===== config.mk =====
export PLATFORM = sky130hd
export DESIGN_NAME = linear_adsr_envelope_flat
export DESIGN_NICKNAME = d
export VERILOG_FILES = /design/src/hdl/lae_pkg.sv /design/src/hdl/lae_if.sv /design/src/hdl/lae_div.sv /design/src/hdl/lae_regs.sv /design/src/hdl/linear_adsr_envelope.sv /design/src/flat_wrapper.sv
export VERILOG_INCLUDE_DIRS = /design/src /design/src/hdl
export SDC_FILE = /design/constraint.sdc
export NUM_CORES = 2
export LEC_CHECK = 0
export BUFFER_PORTS_ARGS = -buffer_cell sky130_fd_sc_hd__buf_2
export CORE_ASPECT_RATIO = 1.1
export CORE_MARGIN = 3
export CORE_UTILIZATION = 65
export CTS_CLUSTER_DIAMETER = 150
export DETAILED_ROUTE_END_ITERATION = 7
export GPL_TIMING_DRIVEN = 0
export PLACE_DENSITY = 0.85
export SETUP_SLACK_MARGIN = 0.1
export SLEW_MARGIN = 15
export SYNTH_ARGS = -nofsm -noshare
export SYNTH_HDL_FRONTEND = slang
export SYNTH_SLANG_ARGS = --single-unit

===== constraint.sdc =====
create_clock -name clk_i -period 9.5 [get_ports clk_i]
set_clock_uncertainty 0.15 [all_clocks]
set_input_delay 0.475 -clock clk_i [delete_from_list [all_inputs] [get_ports clk_i]]
set_output_delay 0.475 -clock clk_i [all_outputs]
set_load 0.1 [all_outputs]

===== src/hdl/linear_adsr_envelope_defines.svh =====
`ifndef LINEAR_ADSR_ENVELOPE_DEFINES_SVH
`define LINEAR_ADSR_ENVELOPE_DEFINES_SVH

// same-cycle implication, checked outside reset
`define LAE_ASSERT_IMPL(lbl, clk, rst_n, ante, cons) \
  lbl: assert property (@(posedge clk) disable iff (!rst_n) (ante) |-> (cons)) \
    else $error("assertion failed");

// next-cycle implication, checked outside reset
`define LAE_ASSERT_NEXT(lbl, clk, rst_n, ante, cons) \
  lbl: assert property (@(posedge clk) disable iff (!rst_n) (ante) |=> (cons)) \
    else $error("assertion failed");

`endif


===== src/hdl/lae_pkg.sv =====
package lae_pkg;

  localparam int GAIN_BITS = 16;
  localparam logic [GAIN_BITS-1:0] GAIN_ONE = 16'd32768;
  localparam int ADDR_BITS = 5;
  localparam int DATA_BITS = 32;

  localparam logic [2:0] REG_ATTACK  = 3'd0;
  localparam logic [2:0] REG_DECAY   = 3'd1;
  localparam logic [2:0] REG_SUSTAIN = 3'd2;
  localparam logic [2:0] REG_RELEASE = 3'd3;
  localparam logic [2:0] REG_LIMIT   = 3'd4;

  typedef enum logic [1:0] {
    CMD_TICK     = 2'd0,
    CMD_NOTE_ON  = 2'd1,
    CMD_NOTE_OFF = 2'd2,
    CMD_RESET    = 2'd3
  } cmd_e;

  typedef enum logic [2:0] {
    ST_IDLE    = 3'd0,
    ST_ATTACK  = 3'd1,
    ST_DECAY   = 3'd2,
    ST_SUSTAIN = 3'd3,
    ST_RELEASE = 3'd4
  } stage_e;

  typedef enum logic [2:0] {
    SQ_IDLE,
    SQ_EXEC,
    SQ_SLOPE,
    SQ_WAIT,
    SQ_MUL,
    SQ_DONE
  } seq_e;

  typedef enum logic [1:0] {
    SL_RISE,
    SL_FALL,
    SL_TAIL
  } slope_e;

  typedef struct packed {
    logic busy;
    logic done;
  } div_stat_t;

endpackage


===== src/hdl/lae_if.sv =====
interface lae_in_if;
  logic        valid;
  logic        ready;
  logic [1:0]  cmd;
  logic [15:0] velocity;

  modport source (output valid, output cmd, output velocity, input ready);
  modport sink (input valid, input cmd, input velocity, output ready);
endinterface

interface lae_out_if #(
  parameter int LEVEL_BITS = 24
);
  logic                  valid;
  logic                  ready;
  logic [LEVEL_BITS-1:0] amplitude;
  logic [2:0]            phase_code;

  modport source (output valid, output amplitude, output phase_code, input ready);
  modport sink (input valid, input amplitude, input phase_code, output ready);
endinterface


===== src/hdl/lae_div.sv =====
module lae_div
  import lae_pkg::*;
#(
  parameter int NUM_W = 24,
  parameter int DEN_W = 24
) (
  input  logic             clk_i,
  input  logic             rst_ni,
  input  logic             start_i,
  input  logic [NUM_W-1:0] num_i,
  input  logic [DEN_W-1:0] den_i,
  output logic [NUM_W-1:0] quo_o,
  output div_stat_t        stat_o
);

  localparam int CNT_W = $clog2(NUM_W + 1);

  logic [DEN_W-1:0] rem_q, rem_d;
  logic [NUM_W-1:0] quo_q, quo_d;
  logic [DEN_W-1:0] den_q;
  logic [CNT_W-1:0] cnt_q, cnt_d;
  logic             busy_q, busy_d;
  logic             done_q, done_d;
  logic [DEN_W:0]   shifted;
  logic [DEN_W:0]   diff;
  logic             fits;

  // one quotient bit per cycle
  always_comb begin
    shifted = {rem_q, quo_q[NUM_W-1]};
    diff    = shifted - {1'b0, den_q};
    fits    = shifted >= {1'b0, den_q};
  end

  always_comb begin
    rem_d  = rem_q;
    quo_d  = quo_q;
    cnt_d  = cnt_q;
    busy_d = busy_q;
    done_d = 1'b0;
    if (start_i) begin
      rem_d  = '0;
      quo_d  = num_i;
      cnt_d  = CNT_W'(NUM_W);
      busy_d = 1'b1;
    end else if (busy_q) begin
      rem_d = fits ? diff[DEN_W-1:0] : shifted[DEN_W-1:0];
      quo_d = {quo_q[NUM_W-2:0], fits};
      cnt_d = cnt_q - CNT_W'(1);
      if (cnt_q == CNT_W'(1)) begin
        busy_d = 1'b0;
        done_d = 1'b1;
      end
    end
  end

  always_ff @(posedge clk_i or negedge rst_ni) begin
    if (!rst_ni) begin
      cnt_q  <= '0;
      busy_q <= 1'b0;
      done_q <= 1'b0;
    end else begin
      cnt_q  <= cnt_d;
      busy_q <= busy_d;
      done_q <= done_d;
    end
  end

  always_ff @(posedge clk_i) begin
    rem_q <= rem_d;
    quo_q <= quo_d;
    if (start_i) begin
      den_q <= den_i;
    end
  end

  assign quo_o       = quo_q;
  assign stat_o.busy = busy_q;
  assign stat_o.done = done_q;

endmodule


===== src/hdl/lae_regs.sv =====
module lae_regs
  import lae_pkg::*;
#(
  parameter int LEVEL_BITS = 24,
  parameter int TIME_BITS  = 24
) (
  input  logic                  clk_i,
  input  logic                  rst_ni,
  input  logic                  psel,
  input  logic                  penable,
  input  logic                  pwrite,
  input  logic [ADDR_BITS-1:0]  paddr,
  input  logic [DATA_BITS-1:0]  pwdata,
  output logic [DATA_BITS-1:0]  prdata,
  output logic                  pready,
  output logic [TIME_BITS-1:0]  attack_o,
  output logic [TIME_BITS-1:0]  decay_o,
  output logic [LEVEL_BITS-1:0] sustain_o,
  output logic [TIME_BITS-1:0]  release_o,
  output logic [15:0]           limit_o
);

  localparam logic [LEVEL_BITS-1:0] LEVEL_ONE = LEVEL_BITS'(1) << (LEVEL_BITS - 1);

  logic [TIME_BITS-1:0]  attack_q, decay_q, release_q;
  logic [LEVEL_BITS-1:0] sustain_q;
  logic [15:0]           limit_q;
  logic [2:0]            idx;
  logic                  wr_en;

  assign idx    = paddr[ADDR_BITS-1:2];
  assign wr_en  = psel && penable && pwrite;
  assign pready = 1'b1;

  always_ff @(posedge clk_i or negedge rst_ni) begin
    if (!rst_ni) begin
      attack_q  <= TIME_BITS'(44);
      decay_q   <= '0;
      sustain_q <= LEVEL_ONE;
      release_q <= TIME_BITS'(882);
      limit_q   <= 16'd22;
    end else if (wr_en) begin
      case (idx)
        REG_ATTACK:  attack_q  <= pwdata[TIME_BITS-1:0];
        REG_DECAY:   decay_q   <= pwdata[TIME_BITS-1:0];
        REG_SUSTAIN: sustain_q <= pwdata[LEVEL_BITS-1:0];
        REG_RELEASE: release_q <= pwdata[TIME_BITS-1:0];
        REG_LIMIT:   limit_q   <= pwdata[15:0];
        default: ;
      endcase
    end
  end

  always_comb begin
    case (idx)
      REG_ATTACK:  prdata = DATA_BITS'(attack_q);
      REG_DECAY:   prdata = DATA_BITS'(decay_q);
      REG_SUSTAIN: prdata = DATA_BITS'(sustain_q);
      REG_RELEASE: prdata = DATA_BITS'(release_q);
      REG_LIMIT:   prdata = DATA_BITS'(limit_q);
      default:     prdata = '0;
    endcase
  end

  assign attack_o  = attack_q;
  assign decay_o   = decay_q;
  assign sustain_o = sustain_q;
  assign release_o = release_q;
  assign limit_o   = limit_q;

endmodule


===== src/hdl/linear_adsr_envelope.sv =====
// tick, reset and idle note-off: the request is registered, evaluated in EXEC, multiplied by
// the gain in MUL and moved to the output register from DONE; note-on, note-off and attack end
// also compute three slopes in one serial divider between EXEC and MUL, bypassed ones skip it
// one request in flight; a finished result waits in the output register
// async active-low reset: idle stage, level 0, gain 1.0, steps 0, registers to defaults
`include "linear_adsr_envelope_defines.svh"

module linear_adsr_envelope
  import lae_pkg::*;
#(
  parameter int LEVEL_BITS = 24,
  parameter int TIME_BITS  = 24
) (
  input  logic                 clk_i,
  input  logic                 rst_ni,
  lae_in_if.sink               in_i,
  lae_out_if.source            out_o,
  input  logic                 psel,
  input  logic                 penable,
  input  logic                 pwrite,
  input  logic [ADDR_BITS-1:0] paddr,
  input  logic [DATA_BITS-1:0] pwdata,
  output logic [DATA_BITS-1:0] prdata,
  output logic                 pready
);

  localparam logic [LEVEL_BITS-1:0] LEVEL_ONE = LEVEL_BITS'(1) << (LEVEL_BITS - 1);
  localparam int PROD_W = LEVEL_BITS + GAIN_BITS;

  logic [TIME_BITS-1:0]  attack_t, decay_t, release_t;
  logic [LEVEL_BITS-1:0] sustain_r;
  logic [15:0]           limit_r;

  seq_e                  state_q, state_d;
  cmd_e                  cmd_q;
  logic [GAIN_BITS-1:0]  vel_q;
  logic [LEVEL_BITS-1:0] level_q, level_d;
  stage_e                stage_q, stage_d;
  logic [GAIN_BITS-1:0]  gain_q, gain_d;
  logic [LEVEL_BITS-1:0] rise_q, rise_d, fall_q, fall_d, tail_q, tail_d;
  slope_e                sel_q, sel_d;
  logic [PROD_W-1:0]     prod_q;
  logic [LEVEL_BITS-1:0] amp_q;
  logic [2:0]            phase_q;
  logic                  out_valid_q;

  logic [LEVEL_BITS-1:0] sus;
  logic [LEVEL_BITS:0]   rise_sum;
  logic [LEVEL_BITS-1:0] ex_level;
  stage_e                ex_stage;
  logic [GAIN_BITS-1:0]  ex_gain;
  logic                  ex_recalc;

  logic [LEVEL_BITS-1:0] seg_dist;
  logic [TIME_BITS-1:0]  seg_time;
  logic                  bypass;
  logic [LEVEL_BITS-1:0] step_raw, step_fix;
  logic                  step_wr;
  logic                  last_slope;
  logic                  div_start;
  logic [LEVEL_BITS-1:0] div_quo;
  div_stat_t             div_stat;
  logic [PROD_W-1:0]     prod;
  logic                  out_load;

  lae_regs #(
    .LEVEL_BITS(LEVEL_BITS),
    .TIME_BITS (TIME_BITS)
  ) u_regs (
    .clk_i    (clk_i),
    .rst_ni   (rst_ni),
    .psel     (psel),
    .penable  (penable),
    .pwrite   (pwrite),
    .paddr    (paddr),
    .pwdata   (pwdata),
    .prdata   (prdata),
    .pready   (pready),
    .attack_o (attack_t),
    .decay_o  (decay_t),
    .sustain_o(sustain_r),
    .release_o(release_t),
    .limit_o  (limit_r)
  );

  lae_div #(
    .NUM_W(LEVEL_BITS),
    .DEN_W(TIME_BITS)
  ) u_div (
    .clk_i  (clk_i),
    .rst_ni (rst_ni),
    .start_i(div_start),
    .num_i  (seg_dist),
    .den_i  (seg_time),
    .quo_o  (div_quo),
    .stat_o (div_stat)
  );

  assign sus      = (sustain_r > LEVEL_ONE) ? LEVEL_ONE : sustain_r;
  assign rise_sum = {1'b0, level_q} + {1'b0, rise_q};

  // command evaluation
  always_comb begin
    ex_level  = level_q;
    ex_stage  = stage_q;
    ex_gain   = gain_q;
    ex_recalc = 1'b0;
    case (cmd_q)
      CMD_TICK: begin
        case (stage_q)
          ST_ATTACK: begin
            if (rise_sum >= {1'b0, LEVEL_ONE}) begin
              ex_level  = LEVEL_ONE;
              ex_stage  = ST_DECAY;
              ex_recalc = 1'b1;
            end else begin
              ex_level = rise_sum[LEVEL_BITS-1:0];
            end
          end
          ST_DECAY: begin
            if (fall_q >= level_q || (level_q - fall_q) <= sus) begin
              ex_level = sus;
              ex_stage = ST_SUSTAIN;
            end else begin
              ex_level = level_q - fall_q;
            end
          end
          ST_SUSTAIN: begin
            ex_level = sus;
          end
          ST_RELEASE: begin
            if (tail_q >= level_q) begin
              ex_level = '0;
              ex_stage = ST_IDLE;
            end else begin
              ex_level = level_q - tail_q;
            end
          end
          default: begin
            ex_level = '0;
            ex_stage = ST_IDLE;
          end
        endcase
      end
      CMD_NOTE_ON: begin
        ex_gain   = (vel_q > GAIN_ONE) ? GAIN_ONE : vel_q;
        ex_stage  = ST_ATTACK;
        ex_recalc = 1'b1;
      end
      CMD_NOTE_OFF: begin
        if (stage_q != ST_IDLE) begin
          ex_stage  = ST_RELEASE;
          ex_recalc = 1'b1;
        end
      end
      default: begin
        ex_level = '0;
        ex_gain  = GAIN_ONE;
        ex_stage = ST_IDLE;
      end
    endcase
  end

  // slope operand selection
  always_comb begin
    case (sel_q)
      SL_RISE: begin
        seg_dist = LEVEL_ONE - level_q;
        seg_time = attack_t;
      end
      SL_FALL: begin
        seg_dist = LEVEL_ONE - sus;
        seg_time = decay_t;
      end
      default: begin
        seg_dist = level_q;
        seg_time = release_t;
      end
    endcase
    bypass     = (seg_time <= TIME_BITS'(limit_r)) || (seg_time == '0);
    step_raw   = bypass ? seg_dist : div_quo;
    step_fix   = (step_raw == '0) ? LEVEL_BITS'(1) : step_raw;
    last_slope = (sel_q == SL_TAIL);
  end

  // sequencer next state
  always_comb begin
    state_d = state_q;
    case (state_q)
      SQ_IDLE: begin
        if (in_i.valid) begin
          state_d = SQ_EXEC;
        end
      end
      SQ_EXEC: begin
        state_d = ex_recalc ? SQ_SLOPE : SQ_MUL;
      end
      SQ_SLOPE: begin
        if (!bypass) begin
          state_d = SQ_WAIT;
        end else if (last_slope) begin
          state_d = SQ_MUL;
        end
      end
      SQ_WAIT: begin
        if (div_stat.done) begin
          state_d = last_slope ? SQ_MUL : SQ_SLOPE;
        end
      end
      SQ_MUL: begin
        state_d = SQ_DONE;
      end
      SQ_DONE: begin
        if (!out_valid_q || out_o.ready) begin
          state_d = SQ_IDLE;
        end
      end
      default: begin
        state_d = SQ_IDLE;
      end
    endcase
  end

  // sequencer outputs and state updates
  always_comb begin
    level_d   = level_q;
    stage_d   = stage_q;
    gain_d    = gain_q;
    rise_d    = rise_q;
    fall_d    = fall_q;
    tail_d    = tail_q;
    sel_d     = sel_q;
    div_start = 1'b0;
    step_wr   = 1'b0;
    out_load  = 1'b0;
    case (state_q)
      SQ_EXEC: begin
        level_d = ex_level;
        stage_d = ex_stage;
        gain_d  = ex_gain;
        sel_d   = SL_RISE;
      end
      SQ_SLOPE: begin
        div_start = !bypass;
        step_wr   = bypass;
      end
      SQ_WAIT: begin
        step_wr = div_stat.done;
      end
      SQ_DONE: begin
        out_load = !out_valid_q || out_o.ready;
      end
      default: ;
    endcase
    if (step_wr) begin
      case (sel_q)
        SL_RISE: begin
          rise_d = step_fix;
          sel_d  = SL_FALL;
        end
        SL_FALL: begin
          fall_d = step_fix;
          sel_d  = SL_TAIL;
        end
        default: begin
          tail_d = step_fix;
        end
      endcase
    end
  end

  assign prod = PROD_W'(level_q) * PROD_W'(gain_q);

  always_ff @(posedge clk_i or negedge rst_ni) begin
    if (!rst_ni) begin
      state_q     <= SQ_IDLE;
      level_q     <= '0;
      stage_q     <= ST_IDLE;
      gain_q      <= GAIN_ONE;
      rise_q      <= '0;
      fall_q      <= '0;
      tail_q      <= '0;
      sel_q       <= SL_RISE;
      out_valid_q <= 1'b0;
    end else begin
      state_q <= state_d;
      level_q <= level_d;
      stage_q <= stage_d;
      gain_q  <= gain_d;
      rise_q  <= rise_d;
      fall_q  <= fall_d;
      tail_q  <= tail_d;
      sel_q   <= sel_d;
      if (out_load) begin
        out_valid_q <= 1'b1;
      end else if (out_o.ready) begin
        out_valid_q <= 1'b0;
      end
    end
  end

  always_ff @(posedge clk_i) begin
    if (state_q == SQ_IDLE && in_i.valid) begin
      cmd_q <= cmd_e'(in_i.cmd);
      vel_q <= in_i.velocity;
    end
    if (state_q == SQ_MUL) begin
      prod_q <= prod;
    end
    if (out_load) begin
      amp_q   <= prod_q[LEVEL_BITS+14:15];
      phase_q <= stage_q;
    end
  end

  assign in_i.ready       = (state_q == SQ_IDLE);
  assign out_o.valid      = out_valid_q;
  assign out_o.amplitude  = amp_q;
  assign out_o.phase_code = phase_q;

  // level stays within unity
  `LAE_ASSERT_IMPL(a_level_range, clk_i, rst_ni, 1'b1, level_q <= LEVEL_ONE)
  // an accepted request blocks the input until its work is done
  `LAE_ASSERT_NEXT(a_busy_after_req, clk_i, rst_ni, in_i.valid && in_i.ready, !in_i.ready)
  // the divider is only started while idle
  `LAE_ASSERT_IMPL(a_div_free, clk_i, rst_ni, div_start, !div_stat.busy)
  // results leave the sequencer only from its final state
  `LAE_ASSERT_IMPL(a_out_src, clk_i, rst_ni, $rose(out_valid_q), $past(state_q == SQ_DONE))

endmodule


===== src/flat_wrapper.sv =====
// flat-port wrapper written by rule: the top's interface ports become plain ports
module linear_adsr_envelope_flat import lae_pkg::*;
#(
  parameter int LEVEL_BITS = 24,
  parameter int TIME_BITS  = 24
)
  (clk_i, rst_ni, psel, penable, pwrite, paddr, pwdata, prdata, pready, in_i_valid, in_i_cmd, in_i_velocity, in_i_ready, out_o_valid, out_o_amplitude, out_o_phase_code, out_o_ready);
  lae_in_if in_i_i ();
  lae_out_if #(.LEVEL_BITS(LEVEL_BITS)) out_o_i ();
  input  logic clk_i;
  input  logic rst_ni;
  input  logic psel;
  input  logic penable;
  input  logic pwrite;
  input  logic [ADDR_BITS-1:0] paddr;
  input  logic [DATA_BITS-1:0] pwdata;
  output logic [DATA_BITS-1:0] prdata;
  output logic pready;
  input wire logic [$bits(in_i_i.valid)-1:0] in_i_valid;
  input wire logic [$bits(in_i_i.cmd)-1:0] in_i_cmd;
  input wire logic [$bits(in_i_i.velocity)-1:0] in_i_velocity;
  output wire logic [$bits(in_i_i.ready)-1:0] in_i_ready;
  output wire logic [$bits(out_o_i.valid)-1:0] out_o_valid;
  output wire logic [$bits(out_o_i.amplitude)-1:0] out_o_amplitude;
  output wire logic [$bits(out_o_i.phase_code)-1:0] out_o_phase_code;
  input wire logic [$bits(out_o_i.ready)-1:0] out_o_ready;
  assign in_i_i.valid = in_i_valid;
  assign in_i_i.cmd = in_i_cmd;
  assign in_i_i.velocity = in_i_velocity;
  assign in_i_ready = in_i_i.ready;
  assign out_o_valid = out_o_i.valid;
  assign out_o_amplitude = out_o_i.amplitude;
  assign out_o_phase_code = out_o_i.phase_code;
  assign out_o_i.ready = out_o_ready;
  linear_adsr_envelope #(.LEVEL_BITS(LEVEL_BITS), .TIME_BITS(TIME_BITS)) u_core (.clk_i(clk_i), .rst_ni(rst_ni), .in_i(in_i_i), .out_o(out_o_i), .psel(psel), .penable(penable), .pwrite(pwrite), .paddr(paddr), .pwdata(pwdata), .prdata(prdata), .pready(pready));
endmodule

==> results.toml <==
[run_status]
status = "finished, violations left"
violations = "DRC"

[critical_path]
cp.buffers_inverters = 5
reg2regPathDepth = 23
cp.arrival_ps = 9060
critPathMaxFanout = 10
critPathKind = "reg2reg"
slowest_stage = "clkbuf_1"
worst_ep_required_time_ps = 9700
crit_top_cell = "fa_1"
cp_num_cells = 23
end_kind = "register"
crit_path_cell_trace = "clkbuf_1 > clkbuf_1 > nand2_1 > fa_1 > fa_1 > fa_1 > inv_1 > fa_1 > fa_1 > inv_1 > fa_1 > inv_1 > ha_1 > a21oi_1 > o21ai_0 > a221oi_1 > nand2_1 > o311a_1 > o31ai_1 > a21o_1 > a211oi_1 > nor3_1 > xnor2_1"
crit_family = "adder cells"
critPathLaunchType = "register"
slowest_delay_ps = 860

[place]
globalplace.congestion = 1.02
dpl_cell_area_um2 = 36900
dp_hpwl_mm = 82.7
placed_cells = 4597
io_buffers = 103

[cts]
numClockSinks = 381
cts_resized = 0
clk_latency_ps = 630
clk_pin_slew_ps = 70
cts-root-buf = "clkbuf_16"
postCtsSetupBuffers = 0
cts.path.max_buffers = 3
htreeDepth = 2
cts_made_buffers = 43
cts_tree = "built"

[drt]
wl_per_cell_um = 23.3
first_pass_iters = 8
routed_via_density = 6.34
drc = 1
wl_mm = 110
antenna_left = 0
drt_iter0_markers = 3156
num_vias = 29900

[floorplan]
fp-row-count = 88
io_pins = 124
die_x_um = 228
start_util_pct = 66.4
core_area_um2 = 53100
die_h_um = 250
dieArea_um2 = 57100

[power]
p_per_area_nw_per_um2 = 265
vdd_drop_max_mv = 0.379
finalPower_mw = 10.3
p_leak_nw = 17.7

[run]
drv_cap = 0

[logic_synthesis]
synth_edf_count = 117
synthDistinctLibCells = 97
postSynth.asyncResetShare_pct = 63.0
yosysMostFrequentCell = "inv_1"
ys_ff_latch = 381
synth_ff_type = "dfrtp_1"
synth.yosys.seq_area_share_pct = 28.4
netlist_top_cells_area = "fa_1 (17%), dfrtp_1 (16%), edfxtp_1 (10%), ha_1 (8.8%), inv_1 (5.3%)"
postSynthAreaPerCell_um2 = 9.38
synth_top_area_share_pct = 17.5
ys_warn_count = 0
synth.cell_area_um2 = 35300
yosysTopAreaCell = "fa_1"
ys_top_cells_by_count = "inv_1 (494), nand2_1 (477), fa_1 (308)"
synthCells = 3759

[sta]
timing.fmax_mhz = 113
slew_violations = 0
setup_tns_ps = 0
finalHoldViolCount = 0
holdWs_ps = 26.2
worst_pin_slew_ps = 1190
layout_min_cycle_time_ps = 8860
slew_headroom_pct = 19.8
finalSetupViolations = 0
finalCritPeriodShare_pct = 93.3
rsz0062_at_grt = "no"

[hold_path]
hold_path_class = "in2reg"
worstHoldPathCells = 2

[layout]
final_cells = 4712
nets = 4574
drive_gt1_share_pct = 10.6
postLayoutCellArea_um2 = 38700
synthToLayoutAreaGrowth_pct = 9.86

[global_route]
gr-total-overflow = 0
grt_pass1_vias = 30300
grtUsageTotal_pct = 38.2
grt_pass1_wl_mm = 169
antenna_found_initial = 0
grt_max_degree = 102
routing by layer:
| metal | vias to the layer above | wire (um) | GRT usage, % |
|---|---|---|---|
| li1 | 13000 | - | - |
| met5 | - | 0 | 0 |
| met3 | 537 | 11800 | 9.65 |
| met4 | 0 | 8530 | 24.0 |
| met1 | 14500 | 39100 | 46.0 |
| met2 | 1830 | 50300 | 61.8 |
through the flow:
stage | util, % | setup WS (ps)
CTS | 72.9 | 920
detailed placement | 69.5 | 965
floorplan | - | 2720
finish | 73.0 | 635
global route | 73.0 | 471
global placement | 69.1 | 1180
logic make-up (layout without fill, tap and decap cells):
family	count (synthesis)	count (layout)	share of synthesized area [%]
simple gates	1106	1106	15.1
mux	239	239	7.73
buf+inv	693	918	7.56
fa+ha+maj	556	556	26.3
other cells	2	10	0.0213
flops	381	381	28.4
compound gates	675	675	12.3
xor+xnor	107	107	2.66
power breakdown:
part	leakage [nW]	switching, mW	total (mW)	internal, mW
clock	0.747	0.784	1.79	1.01
sequential	4.45	0.375	2.58	2.21
combinational	12.5	3.74	5.89	2.15
sequential cells by signal, summed over array words and instances, names as in the netlist, 2 cells and up:
signal / cells
u_core.level_q: 24
u_core.sel_q: 2
u_core.gain_q: 16
u_core.u_div.den_q: 24
u_core.cmd_q: 2
u_core.stage_q: 3
u_core.u_regs.attack_o: 24
u_core.u_div.cnt_q: 5
u_core.out_o.amplitude: 24
u_core.u_div.quo_o: 24
u_core.vel_q: 16
u_core.u_regs.release_o: 24
u_core.u_regs.limit_o: 16
u_core.out_o.phase_code: 3
u_core.u_div.rem_q: 24
u_core.fall_q: 24
u_core.prod_q: 24
u_core.tail_q: 24
u_core.rise_q: 24
u_core.u_regs.decay_o: 24
u_core.state_q: 3
u_core.u_regs.sustain_o: 24
cell usage in the layout, fill, tap and decap left out, types with 77 or more instances in the layout:
cell	synthesis	final
ha_1	248	248
buf_2	6	108
fa_1	308	308
edfxtp_1	117	117
xnor2_1	77	77
dfrtp_1	226	226
nor2_1	169	168
mux2_2	149	149
clkbuf_1	169	174
inv_1	494	494
nand2_1	477	477
o21ai_0	143	143
and2_1	159	159
a21oi_1	155	155
layout make-up:
cell class,instances,area [um^2]
Sequential cell,381,10000
Clock inverter,21,245
Inverter,497,1870
Multi-Input combinational cell,2692,22600
Timing Repair Buffer,145,990
Tap cell,720,901
Buffer,196,801
Clock buffer,59,1260
Antenna cell,1,2.50
Fill cell,3952,14300
path summary, 6_finish.rpt:
path	start	end	slack, ps
min in group asynchronous	rst_ni	u_core.u_regs.decay_o[13]$_DFFE_PN0P_	200
max	u_core.level_q[10]$_DFFE_PN0P_	u_core.prod_q[37]$_DFFE_PP_	640
min	pwdata[1]	u_core.u_regs.sustain_o[1]$_DFFE_PN0P_	30
max reg2reg	u_core.level_q[10]$_DFFE_PN0P_	u_core.prod_q[37]$_DFFE_PP_	640
min reg2reg	u_core.prod_q[31]$_DFFE_PP_	u_core.out_o.amplitude[16]$_DFFE_PP_	270
max in group asynchronous	rst_ni	u_core.tail_q[4]$_DFFE_PN0P_	7630
what timing repair did:
item                                    in CTS  in global routing
endpoints found under the setup margin       0                  0
hold endpoints to repair                   114                  0
hold buffers                                34                  0
(Power assumes the default switching activity.)
